$ cat src/rtl/core/pwfp_pkg.sv
// ----------------------------------------------------------------------------
// pwfp_pkg: shared types and constants of the wire-format field parser
// Parse phases, event and error codes, and the items passed between the
// front queue, the parser and the result queue.
// ----------------------------------------------------------------------------
package pwfp_pkg;

   typedef enum logic [4:0] {
      PH_KEY     = 5'b00001,
      PH_VALUE   = 5'b00010,
      PH_LENGTH  = 5'b00100,
      PH_PAYLOAD = 5'b01000,
      PH_DISCARD = 5'b10000
   } phase_type;

   typedef enum logic [1:0] {
      EV_KEY     = 2'd0,
      EV_VARINT  = 2'd1,
      EV_LENGTH  = 2'd2,
      EV_PAYLOAD = 2'd3
   } event_type;

   typedef enum logic [2:0] {
      ERR_NONE       = 3'd0,
      ERR_TRUNCATED  = 3'd1,
      ERR_TOO_LONG   = 3'd2,
      ERR_FIELD_ZERO = 3'd3,
      ERR_WIRE_TYPE  = 3'd4
   } error_type;

   localparam logic [2:0] WIRE_VARINT = 3'd0;
   localparam logic [2:0] WIRE_LENGTH = 3'd2;

   // index of the tenth varint byte
   localparam logic [3:0] LAST_VARINT_BYTE = 4'd9;

   typedef struct packed {
      logic       cont;
      logic [6:0] bits;
      logic       last;
   } byte_item_type;

   typedef struct packed {
      event_type   kind;
      logic [31:0] field_number;
      logic [2:0]  wire_code;
      logic [63:0] value;
      logic        payload_last;
      logic        message_end;
      error_type   error;
   } result_type;

endpackage

$ cat src/rtl/core/pwfp_fifo.sv
// ----------------------------------------------------------------------------
// pwfp_fifo: small synchronous queue
// Register-based first-in first-out store with full and empty flags.
// ----------------------------------------------------------------------------
module pwfp_fifo #(
   parameter int WIDTH = 8,
   parameter int DEPTH = 4
) (
   input  logic             clock,
   input  logic             reset,
   input  logic             push,
   input  logic [WIDTH-1:0] wr_data,
   output logic             full,
   input  logic             pop,
   output logic [WIDTH-1:0] rd_data,
   output logic             empty
);

   localparam int PTR_W = (DEPTH > 1) ? $clog2(DEPTH) : 1;
   localparam int CNT_W = $clog2(DEPTH + 1);

   logic [WIDTH-1:0] mem_ff [DEPTH];
   logic [PTR_W-1:0] wr_ptr_ff, wr_ptr_in;
   logic [PTR_W-1:0] rd_ptr_ff, rd_ptr_in;
   logic [CNT_W-1:0] count_ff, count_in;
   logic             do_push, do_pop;

   assign full    = (count_ff == CNT_W'(DEPTH));
   assign empty   = (count_ff == '0);
   assign do_push = push && !full;
   assign do_pop  = pop && !empty;
   assign rd_data = mem_ff[rd_ptr_ff];

   always_comb begin
      wr_ptr_in = wr_ptr_ff;
      rd_ptr_in = rd_ptr_ff;
      count_in  = count_ff;
      if (do_push) begin
         wr_ptr_in = (wr_ptr_ff == PTR_W'(DEPTH - 1)) ? '0 : wr_ptr_ff + 1'b1;
      end
      if (do_pop) begin
         rd_ptr_in = (rd_ptr_ff == PTR_W'(DEPTH - 1)) ? '0 : rd_ptr_ff + 1'b1;
      end
      case ({do_push, do_pop})
         2'b10:   count_in = count_ff + 1'b1;
         2'b01:   count_in = count_ff - 1'b1;
         default: count_in = count_ff;
      endcase
   end

   always_ff @(posedge clock) begin
      if (reset) begin
         wr_ptr_ff <= '0;
         rd_ptr_ff <= '0;
         count_ff  <= '0;
      end else begin
         wr_ptr_ff <= wr_ptr_in;
         rd_ptr_ff <= rd_ptr_in;
         count_ff  <= count_in;
      end
   end

   always_ff @(posedge clock) begin
      if (do_push) begin
         mem_ff[wr_ptr_ff] <= wr_data;
      end
   end

endmodule

$ cat src/rtl/core/pwfp_front.sv
// ----------------------------------------------------------------------------
// pwfp_front: request intake
// Splits each request byte into continuation flag and data bits and queues
// it for the parser.
// ----------------------------------------------------------------------------
module pwfp_front
   import pwfp_pkg::*;
#(
   parameter int DEPTH = 4
) (
   input  logic          clock,
   input  logic          reset,
   input  logic          push,
   input  logic [7:0]    data_byte,
   input  logic          message_last,
   output logic          full,
   input  logic          head_pop,
   output byte_item_type head,
   output logic          head_valid
);

   byte_item_type item;
   logic          head_empty;

   always_comb begin
      item.cont = data_byte[7];
      item.bits = data_byte[6:0];
      item.last = message_last;
   end

   pwfp_fifo #(
      .WIDTH ($bits(byte_item_type)),
      .DEPTH (DEPTH)
   ) u_queue (
      .clock   (clock),
      .reset   (reset),
      .push    (push),
      .wr_data (item),
      .full    (full),
      .pop     (head_pop),
      .rd_data (head),
      .empty   (head_empty)
   );

   assign head_valid = !head_empty;

endmodule

$ cat src/rtl/core/pwfp_back.sv
// ----------------------------------------------------------------------------
// pwfp_back: field parser and result queue
// Runs the key / value / length / payload / discard state machine on one queued
// byte per cycle while the result queue has room, and queues the results it produces.
// ----------------------------------------------------------------------------
module pwfp_back
   import pwfp_pkg::*;
#(
   parameter int DEPTH = 4
) (
   input  logic          clock,
   input  logic          reset,
   input  byte_item_type head,
   input  logic          head_valid,
   output logic          head_pop,
   output result_type    rsp,
   output logic          rsp_empty,
   input  logic          rsp_pop
);

   phase_type   phase_ff, phase_in;
   logic [63:0] acc_ff, acc_in;
   logic [3:0]  shift_ff, shift_in;
   logic [31:0] field_ff, field_in;
   logic [2:0]  wire_ff, wire_in;
   logic [63:0] remain_ff, remain_in;

   result_type  res;
   logic        res_valid;
   logic        res_full;
   logic        go;
   logic        fail;
   logic [3:0]  pos;
   logic [63:0] acc_new;
   logic [63:0] remain_dec;
   logic [31:0] key_field;
   logic [2:0]  key_wire;

   function automatic logic [63:0] place_bits(input logic [6:0] bits,
                                              input logic [3:0] at);
      logic [63:0] wide;
      wide = {57'd0, bits};
      case (at)
         4'd0:    return wide;
         4'd1:    return wide << 7;
         4'd2:    return wide << 14;
         4'd3:    return wide << 21;
         4'd4:    return wide << 28;
         4'd5:    return wide << 35;
         4'd6:    return wide << 42;
         4'd7:    return wide << 49;
         4'd8:    return wide << 56;
         default: return wide << 63;
      endcase
   endfunction

   // advance only when a byte is waiting and the result queue has room
   assign go       = head_valid && !res_full;
   assign head_pop = go;

   assign pos        = (shift_ff > LAST_VARINT_BYTE) ? LAST_VARINT_BYTE : shift_ff;
   assign acc_new    = acc_ff | place_bits(head.bits, pos);
   assign remain_dec = (remain_ff == '0) ? '0 : remain_ff - 1'b1;
   assign key_field  = acc_new[34:3];
   assign key_wire   = acc_new[2:0];

   always_comb begin
      phase_in  = phase_ff;
      acc_in    = acc_ff;
      shift_in  = shift_ff;
      field_in  = field_ff;
      wire_in   = wire_ff;
      remain_in = remain_ff;
      res_valid = 1'b0;
      fail      = 1'b0;

      res.kind         = EV_KEY;
      res.field_number = field_ff;
      res.wire_code    = wire_ff;
      res.value        = '0;
      res.payload_last = 1'b0;
      res.message_end  = head.last;
      res.error        = ERR_NONE;

      case (phase_ff)
         PH_PAYLOAD: begin
            res.kind  = EV_PAYLOAD;
            res.value = {56'd0, head.cont, head.bits};
            remain_in = remain_dec;
            if (remain_dec == '0) begin
               res_valid        = 1'b1;
               res.payload_last = 1'b1;
               phase_in         = PH_KEY;
            end else if (head.last) begin
               fail      = 1'b1;
               res.error = ERR_TRUNCATED;
            end else begin
               res_valid = 1'b1;
            end
         end
         PH_DISCARD: begin
            if (head.last) begin
               phase_in = PH_KEY;
            end
         end
         PH_KEY, PH_VALUE, PH_LENGTH: begin
            case (phase_ff)
               PH_VALUE:  res.kind = EV_VARINT;
               PH_LENGTH: res.kind = EV_LENGTH;
               default:   res.kind = EV_KEY;
            endcase
            if (head.cont) begin
               if (pos == LAST_VARINT_BYTE) begin
                  fail      = 1'b1;
                  res.error = ERR_TOO_LONG;
               end else if (head.last) begin
                  fail      = 1'b1;
                  res.error = ERR_TRUNCATED;
               end else begin
                  acc_in   = acc_new;
                  shift_in = pos + 1'b1;
               end
               if (phase_ff == PH_KEY) begin
                  res.field_number = '0;
                  res.wire_code    = '0;
               end else begin
                  res.value = acc_new;
               end
            end else begin
               acc_in   = '0;
               shift_in = '0;
               if (phase_ff == PH_KEY) begin
                  field_in         = key_field;
                  wire_in          = key_wire;
                  res.field_number = key_field;
                  res.wire_code    = key_wire;
                  if (key_field == '0) begin
                     fail      = 1'b1;
                     res.error = ERR_FIELD_ZERO;
                  end else if (key_wire != WIRE_VARINT && key_wire != WIRE_LENGTH) begin
                     fail      = 1'b1;
                     res.error = ERR_WIRE_TYPE;
                  end else if (head.last) begin
                     fail      = 1'b1;
                     res.error = ERR_TRUNCATED;
                  end else begin
                     res_valid       = 1'b1;
                     res.message_end = 1'b0;
                     phase_in        = (key_wire == WIRE_VARINT) ? PH_VALUE : PH_LENGTH;
                  end
               end else if (phase_ff == PH_VALUE) begin
                  res_valid = 1'b1;
                  res.value = acc_new;
                  phase_in  = PH_KEY;
               end else if (acc_new == '0) begin
                  res_valid = 1'b1;
                  phase_in  = PH_KEY;
               end else if (head.last) begin
                  fail      = 1'b1;
                  res.error = ERR_TRUNCATED;
                  res.value = acc_new;
               end else begin
                  res_valid       = 1'b1;
                  res.value       = acc_new;
                  res.message_end = 1'b0;
                  remain_in       = acc_new;
                  phase_in        = PH_PAYLOAD;
               end
            end
         end
         default: begin
            phase_in = PH_KEY;
         end
      endcase

      // an error drops the field and skips to the end of the message
      if (fail) begin
         res_valid        = 1'b1;
         res.payload_last = 1'b0;
         res.message_end  = head.last;
         acc_in           = '0;
         shift_in         = '0;
         remain_in        = '0;
         phase_in         = head.last ? PH_KEY : PH_DISCARD;
      end
   end

   always_ff @(posedge clock) begin
      if (reset) begin
         phase_ff  <= PH_KEY;
         acc_ff    <= '0;
         shift_ff  <= '0;
         field_ff  <= '0;
         wire_ff   <= '0;
         remain_ff <= '0;
      end else if (go) begin
         phase_ff  <= phase_in;
         acc_ff    <= acc_in;
         shift_ff  <= shift_in;
         field_ff  <= field_in;
         wire_ff   <= wire_in;
         remain_ff <= remain_in;
      end
   end

   pwfp_fifo #(
      .WIDTH ($bits(result_type)),
      .DEPTH (DEPTH)
   ) u_results (
      .clock   (clock),
      .reset   (reset),
      .push    (go && res_valid),
      .wr_data (res),
      .full    (res_full),
      .pop     (rsp_pop),
      .rd_data (rsp),
      .empty   (rsp_empty)
   );

endmodule

$ cat src/rtl/core/protobuf_wire_field_parser.sv
// ----------------------------------------------------------------------------
// protobuf_wire_field_parser: streaming wire-format field decoder
// Turns a stream of message bytes into key, value, length and payload events.
// ----------------------------------------------------------------------------
// Request channel: write one message byte per request with push while full
// is low; req_message_last marks the last byte of a message.
// Result channel: while empty is low the oldest result sits on the rsp_
// ports; pop takes it. A byte gives zero or one result (continuation bytes
// of a varint give none unless they fail, and dropped bytes give none).
// Path: a taken byte waits in the request queue; the parser steps the head
// byte combinationally and writes its result into the result queue at the
// edge that pops the byte, after which the result sits on the rsp_ ports.
// Throughput: one byte per cycle, as each byte is parsed combinationally; the
// parser stalls only when the result queue is full, and the request queue
// keeps taking bytes until it fills in turn.
// Errors are reported once, then bytes are dropped up to the message end.
// Reset: both queues empty, the parser waits for a key; no clearing pass.
// ----------------------------------------------------------------------------
module protobuf_wire_field_parser
   import pwfp_pkg::*;
#(
   parameter int IN_DEPTH  = 4,
   parameter int OUT_DEPTH = 4
) (
   input  logic        clock,
   input  logic        reset,
   input  logic        push,
   output logic        full,
   input  logic [7:0]  req_data_byte,
   input  logic        req_message_last,
   output logic        empty,
   input  logic        pop,
   output logic [1:0]  rsp_event_kind,
   output logic [31:0] rsp_field_number,
   output logic [2:0]  rsp_wire_type,
   output logic [63:0] rsp_field_value,
   output logic        rsp_payload_last,
   output logic        rsp_message_end,
   output logic [2:0]  rsp_error_code
);

   byte_item_type head;
   logic          head_valid;
   logic          head_pop;
   result_type    rsp;

   pwfp_front #(
      .DEPTH (IN_DEPTH)
   ) u_front (
      .clock        (clock),
      .reset        (reset),
      .push         (push),
      .data_byte    (req_data_byte),
      .message_last (req_message_last),
      .full         (full),
      .head_pop     (head_pop),
      .head         (head),
      .head_valid   (head_valid)
   );

   pwfp_back #(
      .DEPTH (OUT_DEPTH)
   ) u_back (
      .clock      (clock),
      .reset      (reset),
      .head       (head),
      .head_valid (head_valid),
      .head_pop   (head_pop),
      .rsp        (rsp),
      .rsp_empty  (empty),
      .rsp_pop    (pop)
   );

   assign rsp_event_kind   = rsp.kind;
   assign rsp_field_number = rsp.field_number;
   assign rsp_wire_type    = rsp.wire_code;
   assign rsp_field_value  = rsp.value;
   assign rsp_payload_last = rsp.payload_last;
   assign rsp_message_end  = rsp.message_end;
   assign rsp_error_code   = rsp.error;

endmodule

$ cat config.mk
export PLATFORM = sky130hd
export DESIGN_NAME = protobuf_wire_field_parser
export DESIGN_NICKNAME = d
export VERILOG_FILES = /design/src/rtl/core/pwfp_pkg.sv /design/src/rtl/core/pwfp_fifo.sv /design/src/rtl/core/pwfp_front.sv /design/src/rtl/core/pwfp_back.sv /design/src/rtl/core/protobuf_wire_field_parser.sv
export SDC_FILE = /design/constraint.sdc
export NUM_CORES = 1
export LEC_CHECK = 0
export ABC_CLOCK_PERIOD_IN_PS = 7200
export BUFFER_PORTS_ARGS = -buffer_cell sky130_fd_sc_hd__buf_2
export CAP_MARGIN = 10
export CELL_PAD_IN_SITES_DETAIL_PLACEMENT = 1
export CELL_PAD_IN_SITES_GLOBAL_PLACEMENT = 1
export CORE_ASPECT_RATIO = 0.75
export CORE_MARGIN = 5
export CORE_UTILIZATION = 51
export CTS_CLUSTER_SIZE = 25
export DETAILED_ROUTE_END_ITERATION = 6
export PLACE_DENSITY_LB_ADDON = 0.1
export SLEW_MARGIN = 20
export SYNTH_ARGS = -nofsm -noshare
export SYNTH_HDL_FRONTEND = slang
export SYNTH_SLANG_ARGS = --single-unit
export TNS_END_PERCENT = 1
$ cat constraint.sdc
create_clock -name clock -period 7.2 [get_ports clock]
set_clock_uncertainty 0.15 [all_clocks]
set_input_delay 0 -clock clock [delete_from_list [all_inputs] [get_ports clock]]
set_output_delay 0 -clock clock [all_outputs]
set_load 0.02 [all_outputs]
==> flow_summary_export.csv <==
group,metric,value,unit
clocking,root_buffer,"clkbuf_16",
clocking,hold_buffers,22,
worst_setup_path,cp.arrival,5.96,ns
route,vias_per_cell,6.36,
clocking,cts_buffers,61,
place,dp_slack,1.71,ns
global_route,grt.total_usage,26.5,%
route,finalWirelength,78900,µm
run_status,outcome,"finished, final reports clean",
worst_setup_path,cp.buffers_inverters,2,
worst_setup_path,rrSetupSlack,1.64,ns
logic_synthesis,syn_area_per_cell,13.3,µm²
clocking,cts_buffer_depth,3,
logic_synthesis,yosysTopAreaCell,"edfxtp_1",
global_route,antenna_found_initial,6,
job,max_cap_viol_count,0,
route,postRouteAntennaNets,0,
cells_and_area,nets,2199,
route,wl_per_cell,26.9,µm
logic_synthesis,synth.area.top_cells,"edfxtp_1, dfxtp_1, mux4_2",
worst_setup_path,slowest_delay,0.85,ns
sta,setup_slack,1.64,ns
floorplanning,fp.coreArea,53300,µm²
clocking,postCtsResizedCells,0,
logic_synthesis,synthFlopType,"edfxtp_1",
logic_synthesis,synth.distinct_cells,75,
logic_synthesis,ys_warn_count,0,
clocking,post_cts_buffers,0,
global_route,grt_pass1_wl,120000,µm
sta,rsz0062_at_grt,"false",
sta,tightest_slew,1.21,ns
place,io_buffers,120,
logic_synthesis,synth_edf_count,460,
floorplanning,die_area,59000,µm²
global_route,grt_max_degree,89,
floorplanning,ios,121,
clocking,tritoncts,"done",
route,vias,18600,
sta,fin_crit,5.56,ns
place,place_congestion,0.893,
worst_setup_path,cp_max_fo,64,
hold_path,min_path_type,"primary input to flop",
power_and_ir_drop,p_total,15.1,mW
sta,tns,0,ns
worst_setup_path,cp-end-kind,"flop",
place,dp_hpwl,51900,µm
clocking,clkTransAtPathRegs,0.06,ns
logic_synthesis,async_reset_ff_share,0,%
logic_synthesis,synth_nets,2101,
route,drcViolationCount,0,
power_and_ir_drop,p_per_area,485,nW/µm²
logic_synthesis,ys_seq_area_share,63.8,%
floorplanning,initial_core_util,51.8,%
worst_setup_path,path_class,"flop to flop",
worst_setup_path,start_kind,"flop",
logic_synthesis,synth_top_area_share,50.0,%
sta,clock.fmax,0.180,GHz
sta,hold_violations,0,
sta,holdWs,0.254,ns
floorplanning,chipHeight,212,µm
cells_and_area,final_cells,2932,
floorplanning,rows,73,
global_route,grt.overflow.total,0,
place,placed_area,28900,µm²
global_route,first_global_vias,18800,
place,dp.cells,2795,
sta,period_share,77.2,%
sta,timing.slew.headroom,18.7,%
cells_and_area,antenna_cells,0,
clocking,clk_latency,0.63,ns
worst_setup_path,crit_chain,"mux4_2 -> a21oi_1 -> inv_1 -> or4_1 -> nor2_1 -> and3_1 -> o211ai_1 -> nor3b_2 -> o31ai_4 -> buf_4 -> a22oi_1 -> nor2_1",
sta,setup_viol,0,
clocking,cts_max_level,2,
sta,slew_viol_final,0,
cells_and_area,syn2layout_area_growth,12.6,%
cells_and_area,drive_gt1_share,18.3,%
power_and_ir_drop,peakVddDrop,0.000270,V
worst_setup_path,crit_family,"simple AND/OR/NAND/NOR gates",
worst_setup_path,critPathRequiredTime,7.60,ns
floorplanning,die_w,279,µm
route,dr.pass1.iters,5,
logic_synthesis,syn_inst,2070,
worst_setup_path,critical_path.slowest_cell,"mux4_2",
cells_and_area,layout_commonest_cell,"edfxtp_1",
logic_synthesis,synth-seq-cells,650,
route,drt_iter0_markers,1882,
logic_synthesis,netlist_area,27600,µm²
cells_and_area,fin_area,31100,µm²
power_and_ir_drop,p_leak,10.3,nW
worst_setup_path,crit_path_frequent_cell,"nor2_1",
cells_and_area,final_util,58.3,%
clocking,cts_sinks,650,
cells_and_area,n_fill_cell,5172,
cells_and_area,final_cell_mix,"edfxtp_1, nor2_1, dfxtp_1",
## power breakdown
group | internal (mW) | total, mW | switching [mW]
sequential | 4.82 | 5.12 | 0.302
clock | 1.81 | 3.20 | 1.39
combinational | 2.11 | 6.77 | 4.66
## kinds of logic after synthesis
group                      after synthesis  synth area share [%]
adders and majority gates               18                 0.870
xor gates and xnor gates                54                  1.71
DFF                                    650                  63.8
AOI/OAI and AO/OA                      438                  10.3
buffers and inverters                  177                  2.72
muxes                                  126                  9.73
and+or+nand+nor                        607                  10.9
## final timing paths
| path | start | endpoint | cells past startpoint |
|---|---|---|---|
| setup / recovery | flop | u_back.remain_ff[18]$_SDFFE_PP0P_ | 12 |
| setup reg to reg | flop | u_back.remain_ff[18]$_SDFFE_PP0P_ | 12 |
| hold reg to reg | u_back.acc_ff[34]$_SDFFE_PP0P_ | u_back.acc_ff[34]$_SDFFE_PP0P_ | 1 |
| hold / removal | pop | flop | 5 |
## synth_stat cells, drive strengths merged, types with 13 or more instances
cell	n
nor3	45
ha	16
o31ai	13
xor2	34
a22oi	60
xnor2	20
o21ai	94
o2bb2ai	36
o22ai	34
a211oi	37
edfxtp	460
nor2	256
mux4	114
inv	22
or4	17
nand4	22
nor4	42
clkbuf	113
or3	19
buf	40
a21oi	111
nand3	38
and2	15
nand2	96
dfxtp	190
## cell type report
class / instances / area, µm² / area share (%)
inverter: 24 / 90.1 / 0.290
timing repair buffer: 188 / 1180 / 3.80
multi-input combinational: 1243 / 9330 / 30.0
clock inverter: 32 / 317 / 1.02
clock buffer: 83 / 1680 / 5.40
tap: 712 / 891 / 2.86
sequential: 650 / 17600 / 56.7
## worst min-delay path, delay by kind of cell
kind,cells,cell delay [ns]
buf+inv,2,0.63
simple gates,2,0.18
compound gates,1,0.17
## routing by layer
layer | global-route usage [%] | wire length (µm)
met5 | 0.962 | 140
met3 | 5.77 | 6440
met4 | 4.87 | 1160
met1 | 39.8 | 35200
met2 | 40.6 | 36000
## registers in the layout (all words and copies together) (netlist names), 4 cells and up, named ones only
register	flops
u_back.shift_ff	4
u_back.remain_ff	64
u_back.u_results.mem_ff	424
u_back.acc_ff	64
u_back.phase_ff	5
u_front.u_queue.mem_ff	36
u_back.field_ff	32
No activity file was read; power rests on OpenSTA's default activity.
